`src/rtl/assert_macros.svh`:
```
// Assertion macros shared by the RTL; empty when SYNTHESIS is defined.
`ifndef ASSERT_MACROS_SVH
`define ASSERT_MACROS_SVH

`ifndef SYNTHESIS

`define ASSERT_NEVER(lbl, ck, rn, expr) \
    lbl: assert property (@(posedge ck) disable iff (!(rn)) !(expr)) \
        else $error("assertion failed: forbidden condition seen");

`define ASSERT_IMPLY(lbl, ck, rn, ante, cons) \
    lbl: assert property (@(posedge ck) disable iff (!(rn)) (ante) |-> (cons)) \
        else $error("assertion failed: implication violated");

`else

`define ASSERT_NEVER(lbl, ck, rn, expr)

`define ASSERT_IMPLY(lbl, ck, rn, ante, cons)

`endif

`endif

```
`src/rtl/vnr_pkg.sv`:
```
// Types and constants of the vector norm reducer.
`default_nettype none

package vnr_pkg;

    localparam int SAMPLE_W = 24;
    localparam int SQUARE_W = 2 * SAMPLE_W;
    localparam int ACC_W    = 64;
    localparam int VALUE_W  = 40;
    localparam int MODE_W   = 3;
    localparam int ROOT_W   = ACC_W / 2;
    localparam int REM_W    = ROOT_W + 3;
    localparam int STEP_W   = $clog2(ROOT_W);

    localparam int QUEUE_DEPTH = 2;
    localparam int QPTR_W      = $clog2(QUEUE_DEPTH);
    localparam int QCNT_W      = $clog2(QUEUE_DEPTH + 1);

    localparam logic [MODE_W-1:0] MODE_L1   = 3'd0;
    localparam logic [MODE_W-1:0] MODE_L2   = 3'd1;
    localparam logic [MODE_W-1:0] MODE_LINF = 3'd2;
    localparam logic [MODE_W-1:0] MODE_MIN  = 3'd3;
    localparam logic [MODE_W-1:0] MODE_MAX  = 3'd4;

    localparam logic [ACC_W-1:0] L1_LIMIT = 64'h0000_007F_FFFF_FFFF;

    typedef struct packed {
        logic             is_root;
        logic [ACC_W-1:0] acc;
    } job_t;

    typedef struct packed {
        logic full;
        logic empty;
    } q_status_t;

    typedef enum logic [1:0] {
        B_IDLE,
        B_ROOT,
        B_DONE
    } back_state_t;

endpackage

`default_nettype wire

```
`src/rtl/vnr_front.sv`:
```
// Front end: accepts elements, squares them and folds them into the accumulator.
`default_nettype none

module vnr_front (
    input  logic                         clk,
    input  logic                         rst_n,
    input  logic [vnr_pkg::MODE_W-1:0]   mode,
    input  logic                         in_valid,
    output logic                         in_ready,
    input  logic signed [vnr_pkg::SAMPLE_W-1:0] sample,
    input  logic                         last,
    input  vnr_pkg::q_status_t           q_status,
    output logic                         push,
    output vnr_pkg::job_t                job
);
    import vnr_pkg::*;

    logic                  s1_valid_reg, s1_valid_next;
    logic [SAMPLE_W-1:0]   s1_x_reg;
    logic [SAMPLE_W-1:0]   s1_ax_reg;
    logic [SQUARE_W-1:0]   s1_sq_reg;
    logic                  s1_last_reg;
    logic [ACC_W-1:0]      acc_reg, acc_next;
    logic                  first_reg;

    logic [SAMPLE_W-1:0]   ax_c;
    logic [SQUARE_W-1:0]   sq_c;
    logic                  fold;
    logic                  take;
    logic [ACC_W-1:0]      base;
    logic [ACC_W-1:0]      x64;
    logic [ACC_W-1:0]      ax64;
    logic [ACC_W-1:0]      base_sat;
    logic [VALUE_W:0]      sum_l1;
    logic [ACC_W:0]        sum_l2;

    assign ax_c = sample[SAMPLE_W-1] ? SAMPLE_W'(~sample + 1'b1) : sample;
    assign sq_c = SQUARE_W'(ax_c) * SQUARE_W'(ax_c);

    assign fold     = s1_valid_reg && (!s1_last_reg || !q_status.full);
    assign in_ready = !s1_valid_reg || fold;
    assign take     = in_valid && in_ready;

    always_comb
    begin
        s1_valid_next = s1_valid_reg;
        if (take)
        begin
            s1_valid_next = 1'b1;
        end
        else if (fold)
        begin
            s1_valid_next = 1'b0;
        end
    end

    assign base     = first_reg ? '0 : acc_reg;
    assign x64      = {{(ACC_W-SAMPLE_W){s1_x_reg[SAMPLE_W-1]}}, s1_x_reg};
    assign ax64     = {{(ACC_W-SAMPLE_W){1'b0}}, s1_ax_reg};
    assign base_sat = (base > L1_LIMIT) ? L1_LIMIT : base;
    assign sum_l1   = {1'b0, base_sat[VALUE_W-1:0]}
                    + {{(VALUE_W+1-SAMPLE_W){1'b0}}, s1_ax_reg};
    assign sum_l2   = {1'b0, base} + {{(ACC_W+1-SQUARE_W){1'b0}}, s1_sq_reg};

    always_comb
    begin
        unique case (mode)
            MODE_L1:
            begin
                if ({{(ACC_W-VALUE_W-1){1'b0}}, sum_l1} > L1_LIMIT)
                begin
                    acc_next = L1_LIMIT;
                end
                else
                begin
                    acc_next = {{(ACC_W-VALUE_W-1){1'b0}}, sum_l1};
                end
            end
            MODE_L2:
            begin
                acc_next = sum_l2[ACC_W] ? '1 : sum_l2[ACC_W-1:0];
            end
            MODE_LINF:
            begin
                acc_next = (first_reg || (ax64 > base)) ? ax64 : base;
            end
            MODE_MIN:
            begin
                acc_next = (first_reg || ($signed(x64) < $signed(base))) ? x64 : base;
            end
            MODE_MAX:
            begin
                acc_next = (first_reg || ($signed(x64) > $signed(base))) ? x64 : base;
            end
            default:
            begin
                acc_next = '0;
            end
        endcase
    end

    assign push        = fold && s1_last_reg;
    assign job.is_root = (mode == MODE_L2);
    assign job.acc     = acc_next;

    always_ff @(posedge clk or negedge rst_n)
    begin
        if (!rst_n)
        begin
            s1_valid_reg <= 1'b0;
            acc_reg      <= '0;
            first_reg    <= 1'b1;
        end
        else
        begin
            s1_valid_reg <= s1_valid_next;
            if (fold)
            begin
                acc_reg   <= acc_next;
                first_reg <= s1_last_reg;
            end
        end
    end

    always_ff @(posedge clk)
    begin
        if (take)
        begin
            s1_x_reg    <= sample;
            s1_ax_reg   <= ax_c;
            s1_sq_reg   <= sq_c;
            s1_last_reg <= last;
        end
    end

endmodule

`default_nettype wire

```
`src/rtl/vnr_queue.sv`:
```
// Short queue of finished vector jobs between front and back end.
`default_nettype none

module vnr_queue (
    input  logic               clk,
    input  logic               rst_n,
    input  logic               push,
    input  vnr_pkg::job_t      push_job,
    input  logic               pop,
    output vnr_pkg::job_t      pop_job,
    output vnr_pkg::q_status_t q_status
);
    import vnr_pkg::*;

    job_t              entry_reg [QUEUE_DEPTH];
    logic [QPTR_W-1:0] wr_ptr_reg;
    logic [QPTR_W-1:0] rd_ptr_reg;
    logic [QCNT_W-1:0] count_reg, count_next;

    assign q_status.full  = (count_reg == QCNT_W'(QUEUE_DEPTH));
    assign q_status.empty = (count_reg == '0);
    assign pop_job        = entry_reg[rd_ptr_reg];

    always_comb
    begin
        count_next = count_reg;
        if (push && !pop)
        begin
            count_next = count_reg + 1'b1;
        end
        else if (pop && !push)
        begin
            count_next = count_reg - 1'b1;
        end
    end

    always_ff @(posedge clk or negedge rst_n)
    begin
        if (!rst_n)
        begin
            wr_ptr_reg <= '0;
            rd_ptr_reg <= '0;
            count_reg  <= '0;
        end
        else
        begin
            count_reg <= count_next;
            if (push)
            begin
                wr_ptr_reg <= (wr_ptr_reg == QPTR_W'(QUEUE_DEPTH - 1)) ? '0 : wr_ptr_reg + 1'b1;
            end
            if (pop)
            begin
                rd_ptr_reg <= (rd_ptr_reg == QPTR_W'(QUEUE_DEPTH - 1)) ? '0 : rd_ptr_reg + 1'b1;
            end
        end
    end

    always_ff @(posedge clk)
    begin
        if (push)
        begin
            entry_reg[wr_ptr_reg] <= push_job;
        end
    end

endmodule

`default_nettype wire

```
`src/rtl/vnr_back.sv`:
```
// Back end: integer square root unit and output register.
`default_nettype none

module vnr_back (
    input  logic                       clk,
    input  logic                       rst_n,
    input  vnr_pkg::job_t              job,
    input  vnr_pkg::q_status_t         q_status,
    output logic                       pop,
    output logic                       out_valid,
    input  logic                       out_ready,
    output logic signed [vnr_pkg::VALUE_W-1:0] value
);
    import vnr_pkg::*;

    back_state_t        state_reg, state_next;
    logic [ACC_W-1:0]   rad_reg, rad_next;
    logic [REM_W-1:0]   rem_reg, rem_next;
    logic [ROOT_W-1:0]  root_reg, root_next;
    logic [STEP_W-1:0]  step_reg, step_next;
    logic [VALUE_W-1:0] value_reg, value_next;
    logic               out_valid_reg;

    logic               out_free;
    logic               load_out;
    logic [REM_W-1:0]   rem_shift;
    logic [REM_W-1:0]   trial;

    assign out_free  = !out_valid_reg || out_ready;
    assign rem_shift = {rem_reg[REM_W-3:0], rad_reg[ACC_W-1:ACC_W-2]};
    assign trial     = {1'b0, root_reg, 2'b01};

    always_comb
    begin
        state_next = state_reg;
        rad_next   = rad_reg;
        rem_next   = rem_reg;
        root_next  = root_reg;
        step_next  = step_reg;
        value_next = value_reg;
        load_out   = 1'b0;
        pop        = 1'b0;
        unique case (state_reg)
            B_IDLE:
            begin
                if (!q_status.empty)
                begin
                    if (job.is_root)
                    begin
                        pop        = 1'b1;
                        rad_next   = job.acc;
                        rem_next   = '0;
                        root_next  = '0;
                        step_next  = STEP_W'(ROOT_W - 1);
                        state_next = B_ROOT;
                    end
                    else if (out_free)
                    begin
                        pop        = 1'b1;
                        value_next = job.acc[VALUE_W-1:0];
                        load_out   = 1'b1;
                    end
                end
            end
            B_ROOT:
            begin
                rad_next = {rad_reg[ACC_W-3:0], 2'b00};
                if (rem_shift >= trial)
                begin
                    rem_next  = rem_shift - trial;
                    root_next = {root_reg[ROOT_W-2:0], 1'b1};
                end
                else
                begin
                    rem_next  = rem_shift;
                    root_next = {root_reg[ROOT_W-2:0], 1'b0};
                end
                step_next = step_reg - 1'b1;
                if (step_reg == '0)
                begin
                    state_next = B_DONE;
                end
            end
            B_DONE:
            begin
                if (out_free)
                begin
                    value_next = {{(VALUE_W-ROOT_W){1'b0}}, root_reg};
                    load_out   = 1'b1;
                    state_next = B_IDLE;
                end
            end
            default:
            begin
                state_next = B_IDLE;
            end
        endcase
    end

    assign out_valid = out_valid_reg;
    assign value     = value_reg;

    always_ff @(posedge clk or negedge rst_n)
    begin
        if (!rst_n)
        begin
            state_reg     <= B_IDLE;
            out_valid_reg <= 1'b0;
        end
        else
        begin
            state_reg <= state_next;
            if (load_out)
            begin
                out_valid_reg <= 1'b1;
            end
            else if (out_ready)
            begin
                out_valid_reg <= 1'b0;
            end
        end
    end

    always_ff @(posedge clk)
    begin
        rad_reg   <= rad_next;
        rem_reg   <= rem_next;
        root_reg  <= root_next;
        step_reg  <= step_next;
        value_reg <= value_next;
    end

endmodule

`default_nettype wire

```
`src/rtl/vector_norm_reducer.sv`:
```
// Vector norm reducer top level: mode register, front end, job queue, back end.
//
// Takes one signed Q8.16 element per cycle and reduces each vector to one
// scalar: L1 norm, L2 norm, infinity norm, minimum or maximum, chosen by the
// mode register (reset to L2). The front end takes an element every cycle
// through a square stage and a fold stage into the 64-bit accumulator. At the
// last element the finished accumulator enters a two-entry queue. The back end
// passes L1, infinity, minimum and maximum results straight to the output
// register, one per cycle while the output is free; an L2 result goes through
// the integer square root unit, which resolves two radicand bits per cycle.
// Input stalls only when the queue is full and another vector ends. Write
// mode only while no vector is in flight.
`default_nettype none

module vector_norm_reducer (
    input  logic                                clk,
    input  logic                                rst_n,
    input  logic                                cfg_valid,
    output logic                                cfg_ready,
    input  logic [vnr_pkg::MODE_W-1:0]          mode,
    input  logic                                in_valid,
    output logic                                in_ready,
    input  logic signed [vnr_pkg::SAMPLE_W-1:0] sample,
    input  logic                                last,
    output logic                                out_valid,
    input  logic                                out_ready,
    output logic signed [vnr_pkg::VALUE_W-1:0]  value
);
    import vnr_pkg::*;

`include "assert_macros.svh"

    logic [MODE_W-1:0] mode_reg;
    logic              push;
    logic              pop;
    job_t              push_job;
    job_t              pop_job;
    q_status_t         q_status;

    assign cfg_ready = 1'b1;

    always_ff @(posedge clk or negedge rst_n)
    begin
        if (!rst_n)
        begin
            mode_reg <= MODE_L2;
        end
        else if (cfg_valid && cfg_ready)
        begin
            mode_reg <= mode;
        end
    end

    vnr_front u_front (
        .clk      (clk),
        .rst_n    (rst_n),
        .mode     (mode_reg),
        .in_valid (in_valid),
        .in_ready (in_ready),
        .sample   (sample),
        .last     (last),
        .q_status (q_status),
        .push     (push),
        .job      (push_job)
    );

    vnr_queue u_queue (
        .clk      (clk),
        .rst_n    (rst_n),
        .push     (push),
        .push_job (push_job),
        .pop      (pop),
        .pop_job  (pop_job),
        .q_status (q_status)
    );

    vnr_back u_back (
        .clk       (clk),
        .rst_n     (rst_n),
        .job       (pop_job),
        .q_status  (q_status),
        .pop       (pop),
        .out_valid (out_valid),
        .out_ready (out_ready),
        .value     (value)
    );

    `ASSERT_NEVER(a_push_when_full, clk, rst_n, push && q_status.full)
    `ASSERT_NEVER(a_pop_when_empty, clk, rst_n, pop && q_status.empty)
    `ASSERT_IMPLY(a_stall_needs_full, clk, rst_n, !in_ready, q_status.full)

endmodule

`default_nettype wire

```
`config.mk`:
```
export PLATFORM = sky130hd
export DESIGN_NAME = vector_norm_reducer
export DESIGN_NICKNAME = d
export VERILOG_FILES = /design/src/rtl/vnr_pkg.sv /design/src/rtl/vnr_front.sv /design/src/rtl/vnr_queue.sv /design/src/rtl/vnr_back.sv /design/src/rtl/vector_norm_reducer.sv
export VERILOG_INCLUDE_DIRS = /design/src /design/src/rtl
export SDC_FILE = /design/constraint.sdc
export NUM_CORES = 2
export LEC_CHECK = 0
export BUFFER_PORTS_ARGS = -buffer_cell sky130_fd_sc_hd__clkbuf_2
export CAP_MARGIN = 0
export CORE_MARGIN = 2
export CORE_UTILIZATION = 55
export DETAILED_ROUTE_END_ITERATION = 10
export GPL_TIMING_DRIVEN = 0
export HOLD_SLACK_MARGIN = 0.03
export PLACE_DENSITY = 0.71
export SLEW_MARGIN = 20
export SYNTH_ARGS = -nofsm -noshare
export SYNTH_HDL_FRONTEND = slang
export SYNTH_SLANG_ARGS = --single-unit
```
`constraint.sdc`:
```
create_clock -name clk -period 8.12 [get_ports clk]
set_clock_uncertainty 0.2 [all_clocks]
set_input_delay 1.624 -clock clk [delete_from_list [all_inputs] [get_ports clk]]
set_output_delay 1.624 -clock clk [all_outputs]
set_load 0.03 [all_outputs]
```
==> impl_metrics.xml <==
<?xml version="1.0" encoding="UTF-8"?>
<metrics>
  <group name="run_status">
    <metric name="status" unit="">finished with violations</metric>
    <metric name="failing_checks" unit="">setup timing</metric>
  </group>
  <group name="sta">
    <metric name="report.final.hold_viol_count" unit="">0</metric>
    <metric name="setup_violations" unit="">35</metric>
    <metric name="setup_slack" unit="ps">-2320</metric>
    <metric name="period_share" unit="">1.29</metric>
    <metric name="post-route-min-period" unit="ps">10440</metric>
    <metric name="unrepaired_setup_endpoints_after_global_routing" unit="">yes</metric>
    <metric name="tightest_slew" unit="ps">1100</metric>
    <metric name="fmax" unit="GHz">0.0958</metric>
    <metric name="relSlewSlack" unit="">0.259</metric>
    <metric name="finalMaxSlewViolations" unit="">0</metric>
  </group>
  <group name="route">
    <metric name="vias" unit="">34100</metric>
    <metric name="drc_errors" unit="">0</metric>
    <metric name="drt-vias-per-instance" unit="">5.87</metric>
    <metric name="detail_route.first_pass.iterations" unit="">6</metric>
    <metric name="route.final.wire_length" unit="mm">129</metric>
    <metric name="post_drt_wl_per_cell" unit="um">22.3</metric>
    <metric name="drt_iter0_markers" unit="">3138</metric>
    <metric name="ant_nets" unit="">0</metric>
  </group>
  <group name="layout">
    <metric name="most_common_cell_after_layout_fill_and_taps_aside" unit="">inv_1</metric>
    <metric name="post_route_cells_drive_above_1_share" unit="">0.110</metric>
    <metric name="area_growth" unit="%">12.9</metric>
    <metric name="multiInputGateArea" unit="um^2">27900</metric>
    <metric name="regArea" unit="um^2">13900</metric>
    <metric name="fin_nets" unit="">5552</metric>
    <metric name="most-common-layout-cells" unit="">inv_1, fa_1, edfxtp_1, nor2_1, nand2_1</metric>
    <metric name="layout.filler_cells" unit="">6499</metric>
    <metric name="final_core_utilization" unit="">0.629</metric>
    <metric name="final-instance-count-excl-fill" unit="">5810</metric>
    <metric name="number_of_flip_flops_in_the_largest_register" unit="">130</metric>
  </group>
  <group name="worst_setup_path">
    <metric name="required_arrival_time_at_the_worst_endpoint" unit="ps">8270</metric>
    <metric name="crit_path_start_kind" unit="">input port</metric>
    <metric name="crit_path_top_delay_cell" unit="">fa_1</metric>
    <metric name="cpPeakStageDelay" unit="ps">570</metric>
    <metric name="end_kind" unit="">flop</metric>
    <metric name="crit_arrival" unit="ps">10580</metric>
    <metric name="timing.setup.critical_path_class" unit="">input port to flop</metric>
    <metric name="critPathMostFrequentCell" unit="">fa_1</metric>
    <metric name="critPathMaxFanout" unit="">3</metric>
  </group>
  <group name="die">
    <metric name="num_io_pins" unit="">76</metric>
    <metric name="floorplan.initialDensity" unit="">0.557</metric>
    <metric name="die_height" unit="um">287</metric>
    <metric name="placement_rows" unit="">103</metric>
    <metric name="die-area" unit="um^2">82400</metric>
    <metric name="core-area" unit="um^2">79100</metric>
    <metric name="dieWidth" unit="um">287</metric>
  </group>
  <group name="global_routing">
    <metric name="initial_antenna_violation_count" unit="">1</metric>
    <metric name="gr-total-overflow" unit="">0</metric>
    <metric name="gr-usage-all-layers" unit="">0.320</metric>
    <metric name="grt_pass1_wl" unit="mm">201</metric>
    <metric name="pin_count_of_the_biggest_net_entering_global_routing" unit="">77</metric>
    <metric name="vias_in_the_first_global_route" unit="">35300</metric>
  </group>
  <group name="placed_design">
    <metric name="numPlacedInstances" unit="">5648</metric>
    <metric name="place.port_buffers" unit="">74</metric>
    <metric name="gp_congestion" unit="">0.999</metric>
    <metric name="dpl_worst_slack" unit="ps">-3910</metric>
    <metric name="dp_hpwl" unit="mm">103</metric>
  </group>
  <group name="job">
    <metric name="count_of_maximum_capacitance_violations" unit="">0</metric>
  </group>
  <group name="clock_network">
    <metric name="cts_buffers" unit="">45</metric>
    <metric name="h-tree-depth" unit="">2</metric>
    <metric name="cts_tree" unit="">yes</metric>
    <metric name="worst_skew_pair.late_latency" unit="ps">610</metric>
    <metric name="cts.sink_count" unit="">474</metric>
    <metric name="cts.path.max_buffers" unit="">3</metric>
    <metric name="cts_root_buf" unit="">clkbuf_16</metric>
    <metric name="clk_transition_reported_paths" unit="ps">70</metric>
  </group>
  <group name="synth">
    <metric name="postSynth.topFlopCell" unit="">edfxtp_1</metric>
    <metric name="cells_after_synth" unit="">4494</metric>
    <metric name="netlist.top_cell.by_area" unit="">edfxtp_1</metric>
    <metric name="synth_area_leaders" unit="">edfxtp_1, fa_1, ha_1</metric>
    <metric name="mappedNetlistArea" unit="um^2">44100</metric>
    <metric name="yosys.cell_types.count" unit="">91</metric>
    <metric name="yosys_warnings" unit="">0</metric>
    <metric name="asyncSetResetFlopFracSynth" unit="">0.160</metric>
    <metric name="count_of_state_elements_after_synthesis" unit="">474</metric>
    <metric name="postSynthAreaPerCell" unit="um^2">9.81</metric>
    <metric name="synth_top_cell_area_share" unit="">0.271</metric>
    <metric name="synth_enable_flop_cells" unit="">398</metric>
    <metric name="synth_sequential_area_ratio" unit="">0.314</metric>
  </group>
  <group name="min_path">
    <metric name="hold_removal_path_class" unit="">flop to flop</metric>
  </group>
</metrics>
cell families after synthesis:
kind of cell | count (synthesis) | share of synthesized area
xor gates and xnor gates | 178 | 0.0355
muxes | 124 | 0.0290
other | 2 | 0.000170
and+or+nand+nor | 1143 | 0.115
adders and majority gates | 796 | 0.299
AOI/OAI and AO/OA | 888 | 0.130
buffers and inverters | 889 | 0.0763
DFF | 474 | 0.314
worst max-delay path, delay by kind of cell:
kind,cells,cell delay (ps)
buf+inv,5,520
fa+ha+maj,8,3800
simple gates,9,2250
compound gates,7,2040
xor+xnor,2,310
final timing paths:
kind	start	to	slack (ps)	depth (start not counted)
setup / recovery	sample[6]	u_front.s1_sq_reg[46]	-2320	31
hold / removal	u_back.rad_reg[55]	u_back.rad_reg[57]	320	2
setup reg to reg	u_front.first_reg	u_queue.entry_reg[0][59]	440	20
hold reg to reg	u_back.rad_reg[55]	u_back.rad_reg[57]	320	2
max in group asynchronous	rst_n	u_front.acc_reg[6]	6310	1
min in group asynchronous	rst_n	u_front.s1_valid_reg	870	1
routing by layer:
layer	vias to the layer above	global-route usage	wire length, um
met1	16700	0.410	51600
met5	-	0	0
met3	386	0.0424	9080
met2	1458	0.540	61300
met4	0	0.155	7230
li1	15600	-	-
repair_timing:
action                     CTS  global route
setup endpoints to repair   99            98
setup buffers               68            11
gates resized for setup    126            38
hold buffers                 0             0
hold endpoints to repair     0             0
pin swaps                   76            35
synth_stat cells, drive strengths merged, types with 37 or more instances:
| library cell | number |
|---|---|
| a21o | 118 |
| a21oi | 284 |
| a31oi | 38 |
| clkbuf | 126 |
| dfrtp | 74 |
| edfxtp | 398 |
| fa | 431 |
| ha | 365 |
| inv | 726 |
| mux2i | 99 |
| nand2 | 398 |
| nand3 | 69 |
| nand4 | 47 |
| nor2 | 408 |
| nor3 | 37 |
| o21ai | 187 |
| xnor2 | 120 |
| xor2 | 58 |
per-stage QoR:
stage / area (um^2) / hold WS [ps] / TNS (ps)
after global placement: 46400 / 276 / -356460
final: 49800 / 315 / -50960
after CTS: 49600 / 318 / -49640
after detailed placement: 46800 / 309 / -109670
after floorplan: 44700 / 261 / -45020
after global routing: 49800 / 343 / -57880
cell type report:
class	instances	area share
timing repair buffer	165	0.0281
multi-input combinational	3149	0.560
tap	1050	0.0264
clock buffer	53	0.0240
inverter	729	0.0555
buffer	159	0.0185
clock inverter	30	0.00923
sequential	474	0.278
antenna	1	0.0000503
Power is not shown: default switching activity piles up to over one toggle a cycle in this logic, so the estimate is an artifact.
